<file path="src/rtl/ddq_pkg.sv">
// shared types and constants for the bounded deque with value delete
package ddq_pkg;

	localparam int DATA_W        = 32;
	localparam int DEPTH_DEFAULT = 16;

	typedef enum logic [1:0] {
		OP_PUSH_FRONT = 2'd0,
		OP_PUSH_BACK  = 2'd1,
		OP_DELETE     = 2'd2,
		OP_READ_ALL   = 2'd3
	} op_t;

	typedef enum logic [1:0] {
		ST_OK       = 2'd0,
		ST_FULL     = 2'd1,
		ST_EMPTY    = 2'd2,
		ST_NOTFOUND = 2'd3
	} status_t;

	typedef struct packed {
		status_t                   status;
		logic signed [DATA_W-1:0]  item_value;
		logic                      last;
	} result_t;

endpackage

</file>
<file path="src/rtl/bounded_deque_with_value_delete.sv">
// top level: bounded deque of signed values with push, delete by value and read out
//
//   channel   direction   handshake              payload
//   in        sink        in_valid / in_ready    operation, value
//   out       source      out_valid / out_ready  status, item_value, last
//
// push front or back: accept, then result into the output register
// delete: the head is compared first, then the tail, then the middle entries are
//   scanned with one store read per cycle; on a middle match, one read plus one
//   write per cycle while later entries close the gap
// read out: one store read per emitted element
// reset clears head, count and the sequencer; the store itself is not cleared
// a stalled output holds the sequencer; in_ready is high only while idle
module bounded_deque_with_value_delete #(
	parameter int DEPTH = ddq_pkg::DEPTH_DEFAULT
) (
	input  logic                              clk,
	input  logic                              arst_n,
	input  logic                              in_valid,
	output logic                              in_ready,
	input  logic [1:0]                        operation,
	input  logic signed [ddq_pkg::DATA_W-1:0] value,
	output logic                              out_valid,
	input  logic                              out_ready,
	output logic [1:0]                        status,
	output logic signed [ddq_pkg::DATA_W-1:0] item_value,
	output logic                              last
);

	localparam int AW = $clog2(DEPTH);
	localparam int CW = $clog2(DEPTH + 1);
	localparam logic [CW-1:0] FULL_CNT = CW'(DEPTH);
	localparam logic [CW:0]   DEPTH_X  = (CW + 1)'(DEPTH);

	typedef enum logic [2:0] {
		S_IDLE,
		S_DEL_HEAD,
		S_DEL_TAIL,
		S_SCAN,
		S_SHIFT,
		S_READ,
		S_DONE
	} state_t;

	state_t                            state_q;
	logic [AW-1:0]                     head_q;
	logic [CW-1:0]                     count_q;
	logic [CW-1:0]                     pos_q;
	logic signed [ddq_pkg::DATA_W-1:0] val_q;
	ddq_pkg::status_t                  status_q;

	// store port signals
	logic                              ram_we;
	logic [AW-1:0]                     ram_waddr;
	logic signed [ddq_pkg::DATA_W-1:0] ram_wdata;
	logic                              ram_re;
	logic [AW-1:0]                     ram_raddr;
	logic signed [ddq_pkg::DATA_W-1:0] ram_rdata;

	// result path
	logic             res_load;
	ddq_pkg::result_t res_d;
	ddq_pkg::result_t res_q;
	logic             out_free;

	logic          in_fire;
	logic          full;
	logic          empty;
	logic          match;
	logic [CW:0]   pos_p1;
	logic [CW:0]   pos_p2;
	logic [CW:0]   count_x;
	logic [CW-1:0] count_m1;
	logic [AW-1:0] head_dec;
	logic [AW-1:0] head_inc;
	ddq_pkg::op_t  op;

	// store slot of list position p, p no larger than DEPTH
	function automatic logic [AW-1:0] slot_of(input logic [AW-1:0] head,
	                                          input logic [CW:0] p);
		logic [CW:0] s;
		s = (CW + 1)'(head) + p;
		if (s >= DEPTH_X) begin
			s = s - DEPTH_X;
		end
		return s[AW-1:0];
	endfunction

	assign in_ready = (state_q == S_IDLE);
	assign in_fire  = in_valid && in_ready;
	assign op       = ddq_pkg::op_t'(operation);
	assign full     = (count_q == FULL_CNT);
	assign empty    = (count_q == '0);
	assign match    = (ram_rdata == val_q);
	assign pos_p1   = (CW + 1)'(pos_q) + (CW + 1)'(1);
	assign pos_p2   = (CW + 1)'(pos_q) + (CW + 1)'(2);
	assign count_x  = (CW + 1)'(count_q);
	assign count_m1 = count_q - CW'(1);
	assign head_dec = (head_q == '0) ? AW'(DEPTH - 1) : head_q - AW'(1);
	assign head_inc = (head_q == AW'(DEPTH - 1)) ? '0 : head_q + AW'(1);

	// store accesses and result loads per sequencer step
	always_comb begin
		ram_we    = 1'b0;
		ram_waddr = head_q;
		ram_wdata = value;
		ram_re    = 1'b0;
		ram_raddr = head_q;
		res_load  = 1'b0;
		res_d     = '{status: ddq_pkg::ST_OK, item_value: '0, last: 1'b1};
		unique case (state_q)
			S_IDLE: begin
				if (in_fire) begin
					unique case (op)
						ddq_pkg::OP_PUSH_FRONT: begin
							ram_we    = !full;
							ram_waddr = head_dec;
						end
						ddq_pkg::OP_PUSH_BACK: begin
							ram_we    = !full;
							ram_waddr = slot_of(head_q, count_x);
						end
						ddq_pkg::OP_DELETE, ddq_pkg::OP_READ_ALL: begin
							// head read starts both the delete and the read out
							ram_re    = !empty;
							ram_raddr = head_q;
						end
						default: ;
					endcase
				end
			end
			S_DEL_HEAD: begin
				ram_re    = !match;
				ram_raddr = slot_of(head_q, (CW + 1)'(count_m1));
			end
			S_DEL_TAIL: begin
				ram_re    = !match && (count_q >= CW'(3));
				ram_raddr = slot_of(head_q, (CW + 1)'(1));
			end
			S_SCAN: begin
				// fetch the next entry; on a match it is the first one to move down
				ram_re    = 1'b1;
				ram_raddr = slot_of(head_q, pos_p1);
			end
			S_SHIFT: begin
				ram_we    = 1'b1;
				ram_waddr = slot_of(head_q, (CW + 1)'(pos_q));
				ram_wdata = ram_rdata;
				ram_re    = 1'b1;
				ram_raddr = slot_of(head_q, pos_p2);
			end
			S_READ: begin
				if (out_free) begin
					res_load  = 1'b1;
					res_d     = '{status: ddq_pkg::ST_OK, item_value: ram_rdata,
					              last: (pos_p1 == count_x)};
					ram_re    = 1'b1;
					ram_raddr = slot_of(head_q, pos_p1);
				end
			end
			S_DONE: begin
				if (out_free) begin
					res_load = 1'b1;
					res_d    = '{status: status_q, item_value: '0, last: 1'b1};
				end
			end
			default: ;
		endcase
	end

	// sequencer, list pointers and registered result fields
	always_ff @(posedge clk or negedge arst_n) begin
		if (!arst_n) begin
			state_q  <= S_IDLE;
			head_q   <= '0;
			count_q  <= '0;
			pos_q    <= '0;
			val_q    <= '0;
			status_q <= ddq_pkg::ST_OK;
		end else begin
			unique case (state_q)
				S_IDLE: begin
					if (in_fire) begin
						val_q <= value;
						unique case (op)
							ddq_pkg::OP_PUSH_FRONT, ddq_pkg::OP_PUSH_BACK: begin
								state_q <= S_DONE;
								if (full) begin
									status_q <= ddq_pkg::ST_FULL;
								end else begin
									status_q <= ddq_pkg::ST_OK;
									count_q  <= count_q + CW'(1);
									if (op == ddq_pkg::OP_PUSH_FRONT) begin
										head_q <= head_dec;
									end
								end
							end
							ddq_pkg::OP_DELETE: begin
								if (empty) begin
									status_q <= ddq_pkg::ST_EMPTY;
									state_q  <= S_DONE;
								end else begin
									state_q <= S_DEL_HEAD;
								end
							end
							ddq_pkg::OP_READ_ALL: begin
								pos_q <= '0;
								if (empty) begin
									status_q <= ddq_pkg::ST_EMPTY;
									state_q  <= S_DONE;
								end else begin
									state_q <= S_READ;
								end
							end
							default: ;
						endcase
					end
				end
				S_DEL_HEAD: begin
					if (match) begin
						head_q   <= head_inc;
						count_q  <= count_m1;
						status_q <= ddq_pkg::ST_OK;
						state_q  <= S_DONE;
					end else begin
						state_q <= S_DEL_TAIL;
					end
				end
				S_DEL_TAIL: begin
					if (match) begin
						count_q  <= count_m1;
						status_q <= ddq_pkg::ST_OK;
						state_q  <= S_DONE;
					end else if (count_q < CW'(3)) begin
						// no entry between head and tail
						status_q <= ddq_pkg::ST_NOTFOUND;
						state_q  <= S_DONE;
					end else begin
						pos_q   <= CW'(1);
						state_q <= S_SCAN;
					end
				end
				S_SCAN: begin
					if (match) begin
						state_q <= S_SHIFT;
					end else if (pos_p2 >= count_x) begin
						status_q <= ddq_pkg::ST_NOTFOUND;
						state_q  <= S_DONE;
					end else begin
						pos_q <= pos_p1[CW-1:0];
					end
				end
				S_SHIFT: begin
					if (pos_p2 == count_x) begin
						count_q  <= count_m1;
						status_q <= ddq_pkg::ST_OK;
						state_q  <= S_DONE;
					end else begin
						pos_q <= pos_p1[CW-1:0];
					end
				end
				S_READ: begin
					if (out_free) begin
						if (pos_p1 == count_x) begin
							state_q <= S_IDLE;
						end else begin
							pos_q <= pos_p1[CW-1:0];
						end
					end
				end
				S_DONE: begin
					if (out_free) begin
						state_q <= S_IDLE;
					end
				end
				default: state_q <= S_IDLE;
			endcase
		end
	end

	ddq_ram #(
		.DEPTH (DEPTH)
	) u_ram (
		.clk   (clk),
		.we    (ram_we),
		.waddr (ram_waddr),
		.wdata (ram_wdata),
		.re    (ram_re),
		.raddr (ram_raddr),
		.rdata (ram_rdata)
	);

	ddq_out u_out (
		.clk       (clk),
		.arst_n    (arst_n),
		.load      (res_load),
		.d         (res_d),
		.out_ready (out_ready),
		.out_valid (out_valid),
		.q         (res_q),
		.free      (out_free)
	);

	assign status     = res_q.status;
	assign item_value = res_q.item_value;
	assign last       = res_q.last;

	// count never passes the capacity
	a_count_bound: assert property (@(posedge clk) disable iff (!arst_n)
		count_q <= FULL_CNT)
		else $error("element count above capacity");

	// while entries move down, the write never hits the entry being fetched
	a_shift_no_overlap: assert property (@(posedge clk) disable iff (!arst_n)
		(ram_we && ram_re) |-> (ram_waddr != ram_raddr))
		else $error("store write and read at the same slot");

	// the element marked last ends the read out
	a_read_last_ends: assert property (@(posedge clk) disable iff (!arst_n)
		(state_q == S_READ && res_load && res_d.last) |=> (state_q == S_IDLE))
		else $error("read out continued past the tail");

	// a result is never loaded over one that has not been transferred
	a_no_overwrite: assert property (@(posedge clk) disable iff (!arst_n)
		res_load |-> out_free)
		else $error("pending result overwritten");

endmodule

</file>
<file path="src/rtl/ddq_ram.sv">
// element store: one write port, one read port, registered read data
module ddq_ram #(
	parameter int DEPTH = ddq_pkg::DEPTH_DEFAULT
) (
	input  logic                              clk,
	input  logic                              we,
	input  logic [$clog2(DEPTH)-1:0]          waddr,
	input  logic signed [ddq_pkg::DATA_W-1:0] wdata,
	input  logic                              re,
	input  logic [$clog2(DEPTH)-1:0]          raddr,
	output logic signed [ddq_pkg::DATA_W-1:0] rdata
);

	logic signed [ddq_pkg::DATA_W-1:0] mem [DEPTH];

	always_ff @(posedge clk) begin
		if (we) begin
			mem[waddr] <= wdata;
		end
	end

	// read data holds while no read is issued
	always_ff @(posedge clk) begin
		if (re) begin
			rdata <= mem[raddr];
		end
	end

endmodule

</file>
<file path="src/rtl/ddq_out.sv">
// output register: holds one result until the consumer takes it
module ddq_out (
	input  logic              clk,
	input  logic              arst_n,
	input  logic              load,
	input  ddq_pkg::result_t  d,
	input  logic              out_ready,
	output logic              out_valid,
	output ddq_pkg::result_t  q,
	output logic              free
);

	logic             valid_q;
	ddq_pkg::result_t data_q;

	assign free      = !valid_q || out_ready;
	assign out_valid = valid_q;
	assign q         = data_q;

	always_ff @(posedge clk or negedge arst_n) begin
		if (!arst_n) begin
			valid_q <= 1'b0;
		end else if (load) begin
			valid_q <= 1'b1;
		end else if (out_ready) begin
			valid_q <= 1'b0;
		end
	end

	always_ff @(posedge clk) begin
		if (load) begin
			data_q <= d;
		end
	end

endmodule
</file>
<file path="config.mk">
export PLATFORM = sky130hd
export DESIGN_NAME = bounded_deque_with_value_delete
export DESIGN_NICKNAME = d
export VERILOG_FILES = /design/src/rtl/ddq_pkg.sv /design/src/rtl/bounded_deque_with_value_delete.sv /design/src/rtl/ddq_ram.sv /design/src/rtl/ddq_out.sv
export SDC_FILE = /design/constraint.sdc
export NUM_CORES = 1
export LEC_CHECK = 0
export BUFFER_PORTS_ARGS = -buffer_cell sky130_fd_sc_hd__buf_4
export CORE_MARGIN = 2
export CORE_UTILIZATION = 50
export DETAILED_ROUTE_END_ITERATION = 10
export PLACE_DENSITY = 0.66
export SLEW_MARGIN = 20
export SYNTH_ARGS = -nofsm -noshare
export SYNTH_HDL_FRONTEND = slang
export SYNTH_SLANG_ARGS = --single-unit
</file>
<file path="constraint.sdc">
create_clock -name clk -period 5.95 [get_ports clk]
set_input_delay 1.19 -clock clk [delete_from_list [all_inputs] [get_ports clk]]
set_output_delay 1.19 -clock clk [all_outputs]
set_load 0.05 [all_outputs]
</file>
==> results_dict.tcl, run 1 <==
set metrics [dict create \
    dp_hpwl_mm 40.32 \
    drtIter0Drc 2053 \
    finalClockSkew_ps 19.12 \
    die_x_um 237.2 \
    reg2reg_from "state_q[1]" \
    core_um2 53810 \
    cts-root-buf "clkbuf_16" \
    insertion_delay_ps 600 \
    grt_antenna_before_repair 0 \
    endpoint "u_ram.rdata[26]" \
    nets 2098 \
    postSynthAreaPerCell_um2 13.78 \
    worstSetupStartpoint "state_q[1]" \
    async_flop_share 0.08241 \
    dieArea_um2 56270 \
    grt_use_total 0.2534 \
    grt.overflow.total 0 \
    place.gp.congestion 0.8937 \
    io_pins 75 \
    crit_chain "a21oi_1 > o22a_1 > ha_1 > o311ai_2 > o211a_4 > buf_4 > buf_4 > a22oi_1 > a32oi_1 > mux2i_1 > mux2i_1" \
    required_ps 6380 \
    fin_crit_ps 4502 \
    slew_headroom 0.2265 \
    critical_path.max_stage_delay_ps 920 \
    path_clk_slew_ps 60 \
    first_pass_iters 7 \
    outcome "finished, final reports clean" \
    synth-warning-count 0 \
    cts-htree-levels 3 \
    wl_per_cell_um 25.82 \
    drive_above_1_share 0.1402 \
    vias_per_cell 6.228 \
    hold_path_class "flop to flop" \
    cts_buffers 67 \
    area_delta_synth_final_pct 12.68 \
    arrival_ps 4930 \
    end_kind "flop" \
    rrSetupSlack_ps 1450 \
    grt_pass1_wl_mm 106.1 \
    grt_max_degree 99 \
    clock_path_buffers 3 \
    critPathKind "flop to flop" \
    totalWireLength_mm 71.74 \
    worst-path-stages 11 \
    postCtsSetupBuffers 0 \
    io_buffers 74 \
    ctsHoldBuffers 0 \
    r2r-end "u_ram.rdata[26]" \
    ff2ff_path_depth 11 \
    synth_seq_cells 631 \
    max_freq_mhz 222.1 \
    tightest_slew_ps 1155 \
    drc 0 \
    synth_cell_types 73 \
    initial_utilization 0.5053 \
    ant_nets 0 \
    cp_max_fo 67 \
    cp-start-kind "flop" \
    crit_family "compound AO/OA/AOI/OAI gates" \
    die_h_um 237.2 \
    cp_slowest_cell "dfrtp_1" \
    n_antenna_cell 0 \
    syn_area_um2 27190 \
    num_rows 85 \
    tns_ps 0 \
    syn_nets 2039 \
    rsz0062_at_grt "no" \
    slew_violations 0 \
    clock_sinks 631 \
    postSynthCellCount 1974 \
    yosysSeqAreaShare 0.6872 \
    finalHoldViolCount 0 \
    cts_tree "done" \
    cts-resized-gates 0 \
    num_vias 17309 \
    synth_edf_count 579 \
    cp_num_buf_inv 2 \
    finalCritPeriodShare 0.7567 \
    maxCapViolCount 0 \
    grt_pass1_vias 16833 \
    ys.flop_type "edfxtp_1" \
    setup_violations 0 \
]
## cell families (layout without fill, tap and decap cells)
group	after synthesis	in the layout	share of synthesized area
AOI/OAI and AO/OA	355	355	0.1007
xor gates and xnor gates	60	60	0.01983
adders and majority gates	27	27	0.01353
buffers and inverters	154	263	0.02733
DFF	631	631	0.6872
muxes	151	151	0.05724
and+or+nand+nor	596	596	0.09419
## synth_stat cells (all sizes together), types with 7 or more instances
cell	number	area share
buf	77	0.017
edfxtp	579	0.64
and3	26	0.0060
xnor2	53	0.017
a21oi	46	0.0086
a221o	12	0.0044
inv	23	0.0032
nor3	14	0.0026
clkbuf	54	0.0075
nor2	29	0.0041
a22oi	107	0.030
o21ai	22	0.0040
mux2i	115	0.042
nor2b	8	0.0018
a21o	9	0.0025
nand3	10	0.0018
and2	37	0.0085
dfrtp	52	0.048
ha	23	0.011
nand4	11	0.0025
nor4	7	0.0016
nand2	435	0.060
mux2	36	0.015
a32oi	104	0.033
## per-stage QoR
| step | cell area [µm²] | utilization | worst slack (ps) | hold WS [ps] | instances |
|---|---|---|---|---|---|
| final | 30640 | 0.5694 | 1448 | 505.6 | 2779 |
| after global placement | 28520 | 0.5301 | 1569 | 491.5 | 2659 |
| after floorplan | 27190 | - | 872.3 | 479.3 | 1974 |
| after CTS | 30610 | 0.5689 | 1544 | 510.4 | 2778 |
| after detailed placement | 28520 | 0.5301 | 1473 | 498.4 | 2659 |
| after global routing | 30640 | 0.5694 | 1217 | 533.1 | 2779 |
## area by class of cell
| cell class | instances | area [µm²] |
|---|---|---|
| fill | 4222 | 23170 |
| sequential | 631 | 18690 |
| multi-input combinational | 1189 | 7904 |
| clock buffer | 86 | 1839 |
| timing repair buffer | 121 | 1003 |
| tap | 696 | 870.8 |
| clock inverter | 33 | 249.0 |
| inverter | 23 | 86.33 |
## flip-flops by register name, indices dropped and copies added (netlist names)
name and cells:
state_q 3, u_ram.rdata 32, count_q 5, status_q 2, u_ram.mem 512, val_q 32
head_q 4, pos_q 5, u_out.out_valid 1, u_out.q 35
## placed cells by master, fill, tap and decap left out, types with 10 or more instances in the layout
cell type	synthesis	routed
edfxtp_1	579	579
nand2_1	435	433
mux2i_1	115	115
buf_4	11	114
a22oi_1	107	107
a32oi_1	104	104
clkbuf_16	0	68
xnor2_1	53	53
dfrtp_1	52	52
a21oi_1	45	44
mux2_2	36	36
and2_1	36	34
nor2_1	28	27
inv_1	23	23
ha_1	23	23
o21ai_0	21	21
and3_1	26	18
clkinv_1	0	13
a221o_1	12	12
clkinv_2	0	12
nand4_1	11	11
clkbuf_1	54	11
nand3_1	10	10
## worst min-delay path by stage
stage / startpoint / to / slack [ps] / cells past startpoint
floorplan: status_q[1] / status_q[1] / 480 / 1
global placement: status_q[1] / status_q[1] / 490 / 1
detailed placement: status_q[1] / status_q[1] / 500 / 1
CTS: status_q[1] / status_q[1] / 510 / 1
global route: status_q[1] / status_q[1] / 530 / 1
finish: status_q[1] / status_q[1] / 510 / 1
## layer usage
metal / track usage / wire, µm / up-vias
met1: 0.3574 / 30190 / 8741
met5: 0 / 0 / -
li1: - / - / 7601
met4: 0.09110 / 2149 / 0
met2: 0.4026 / 33580 / 805
met3: 0.03925 / 5820 / 162
Power of run 1 is left out: the tool's default activity adds up to more than one toggle a clock period on the data nets, which glitch-free logic cannot reach.
==> inputs of run 2 (changes only) <==
clock period = 4.2 ns   (was 5.95 ns; I/O delays follow)
==> run 2 against run 1 <==
Effect of this change: largest cell class unchanged; clock-buffer cell count rose by 6; core utilization rose by 0.68 points; flip-flop and latch count did not move; non-clock buffer count rose by 26; worst hold slack got worse by 130 ps; design area rose by 1.2%.
==> results_dict.tcl, run 2 (same netlist as run 1, synthesis figures left out) <==
set metrics [dict create \
    setup_violations 0 \
    ff2ff_path_depth 15 \
    clock_path_buffers 3 \
    drc 0 \
    grt_pass1_vias 16707 \
    rsz0062_at_grt "no" \
    finalHoldViolCount 0 \
    dp_hpwl_mm 40.83 \
    seqCellArea_um2 18690 \
    insertion_delay_ps 600 \
    arrival_ps 4260 \
    worstSetupStartpoint "count_q[0]" \
    fin_crit_ps 3938 \
    critPathKind "flop to flop" \
    tightest_slew_ps 1038 \
    area_delta_synth_final_pct 14.02 \
    cts-root-buf "clkbuf_16" \
    io_pins 75 \
    largest_reg_flops 512 \
    grt_antenna_before_repair 3 \
    fill_cells 4285 \
    wl_met1_mm 30.29 \
    ant_nets 0 \
    io_buffers 74 \
    grt_pass1_wl_mm 105.7 \
    finalCritPeriodShare 0.9376 \
    end_kind "flop" \
    rrSetupSlack_ps 260 \
    num_vias 17204 \
    r2r-end "u_ram.rdata[11]" \
    vias_per_cell 6.129 \
    core_um2 53810 \
    reg2reg_from "count_q[0]" \
    multi_input_area_um2 7934 \
    tns_ps 0 \
    first_pass_iters 6 \
    slew_violations 0 \
    die_x_um 237.2 \
    die_h_um 237.2 \
    drtIter0Drc 1882 \
    slew_headroom 0.3077 \
    cp_slowest_cell "dfrtp_1" \
    dieArea_um2 56270 \
    maxCapViolCount 0 \
    endpoint "u_ram.rdata[11]" \
    num_rows 85 \
    cp_max_fo 11 \
    layout_common_cells "edfxtp_1, nand2_1, buf_4" \
    totalWireLength_mm 71.30 \
    finalClockSkew_ps 28.06 \
    ctsHoldBuffers 0 \
    drive_above_1_share 0.1459 \
    cp-start-kind "flop" \
    place.gp.congestion 0.9181 \
    cts_tree "done" \
    critical_path.max_stage_delay_ps 520 \
    clock_sinks 631 \
    initial_utilization 0.5053 \
    required_ps 4530 \
    mostFrequentLayoutCell "edfxtp_1" \
    n_antenna_cell 0 \
    max_freq_mhz 253.9 \
    grt.overflow.total 0 \
    cts-htree-levels 3 \
    hold_path_class "primary input to async pin" \
    grt_use_total 0.2536 \
    max_flop_register "u_ram.mem" \
    top_layer "met5" \
    grt_max_degree 101 \
    path_clk_slew_ps 60 \
    route.met2.wl_mm 33.32 \
    crit_chain "inv_1 > ha_1 > o22a_1 > o22ai_1 > inv_1 > fa_1 > xnor2_1 > o311ai_2 > o311ai_4 > buf_4 > and3_1 > buf_4 > a32oi_1 > and3_1 > a221o_1" \
    outcome "finished, final reports clean" \
    wl_per_cell_um 25.40 \
    routed-wl-met3_mm 5.637 \
    cts_buffers 66 \
    nets 2123 \
]
==> run 2: changes by cell type in the layout (fill, tap and decap cells not counted), moves of 2 or more <==
| cell | before | now |
|---|---|---|
| buf_12 | 6 | 22 |
| buf_4 | 114 | 124 |
| clkbuf_1 | 11 | 20 |
| clkbuf_8 | 7 | 5 |
| clkinv_1 | 13 | 16 |
| clkinv_2 | 12 | 5 |
| nor3_2 | 9 | 5 |
| nor3_4 | 0 | 4 |
==> run 2: per-layer routing <==
layer,global-route usage,up-vias
met5,0,-
met4,0.09091,2
met3,0.03844,115
met2,0.3994,780
met1,0.3620,8663
li1,-,7644
==> run 2: cell type report <==
| cell class | count | share of cell area |
|---|---|---|
| clock buffers | 92 | 0.05871 |
| clock inverters | 29 | 0.007263 |
| inverters | 23 | 0.002784 |
| multi-input cells | 1189 | 0.2559 |
| flip-flops and latches | 631 | 0.6027 |
| well taps | 696 | 0.02808 |
| repair buffers | 147 | 0.04459 |
==> run 2: worst max-delay path, delay by kind of cell, from the launching register on <==
| family | cells | cell delay, ps |
|---|---|---|
| xor gates and xnor gates | 1 | 250 |
| and+or+nand+nor | 2 | 410 |
| adders and majority gates | 2 | 740 |
| buffers and inverters | 4 | 720 |
| AOI/OAI and AO/OA | 6 | 1040 |
| DFF | 1 | 520 |
==> run 2: worst min path at each step <==
stage | startpoint | depth (start not counted) | end | slack (ps)
floorplan | status_q[1] | 1 | status_q[1] | 480
detailed placement | status_q[1] | 1 | status_q[1] | 500
CTS | arst_n | 1 | val_q[10] | 400
global route | arst_n | 1 | count_q[1] | 430
finish | arst_n | 1 | count_q[1] | 380
global placement | status_q[1] | 1 | status_q[1] | 500
==> run 2: what timing repair did <==
item | 4_1_cts | 5_1_grt
endpoints found under the setup margin | 0 | 11
buffers inserted | 0 | 0
gates resized for setup | 0 | 1
==> run 2: through the flow <==
stage	hold slack, ps	instances	utilization	setup WS [ps]	instance area (µm²)
floorplan	479.3	1974	-	-625.0	27210
CTS	399.3	2807	0.5761	239.2	31000
global route	433.0	2807	0.5762	6.688	31010
detailed placement	501.8	2686	0.5381	249.7	28960
global placement	497.7	2686	0.5381	342.3	28960
finish	379.3	2807	0.5762	262.2	31010
Power of run 2 is left out for the same reason.
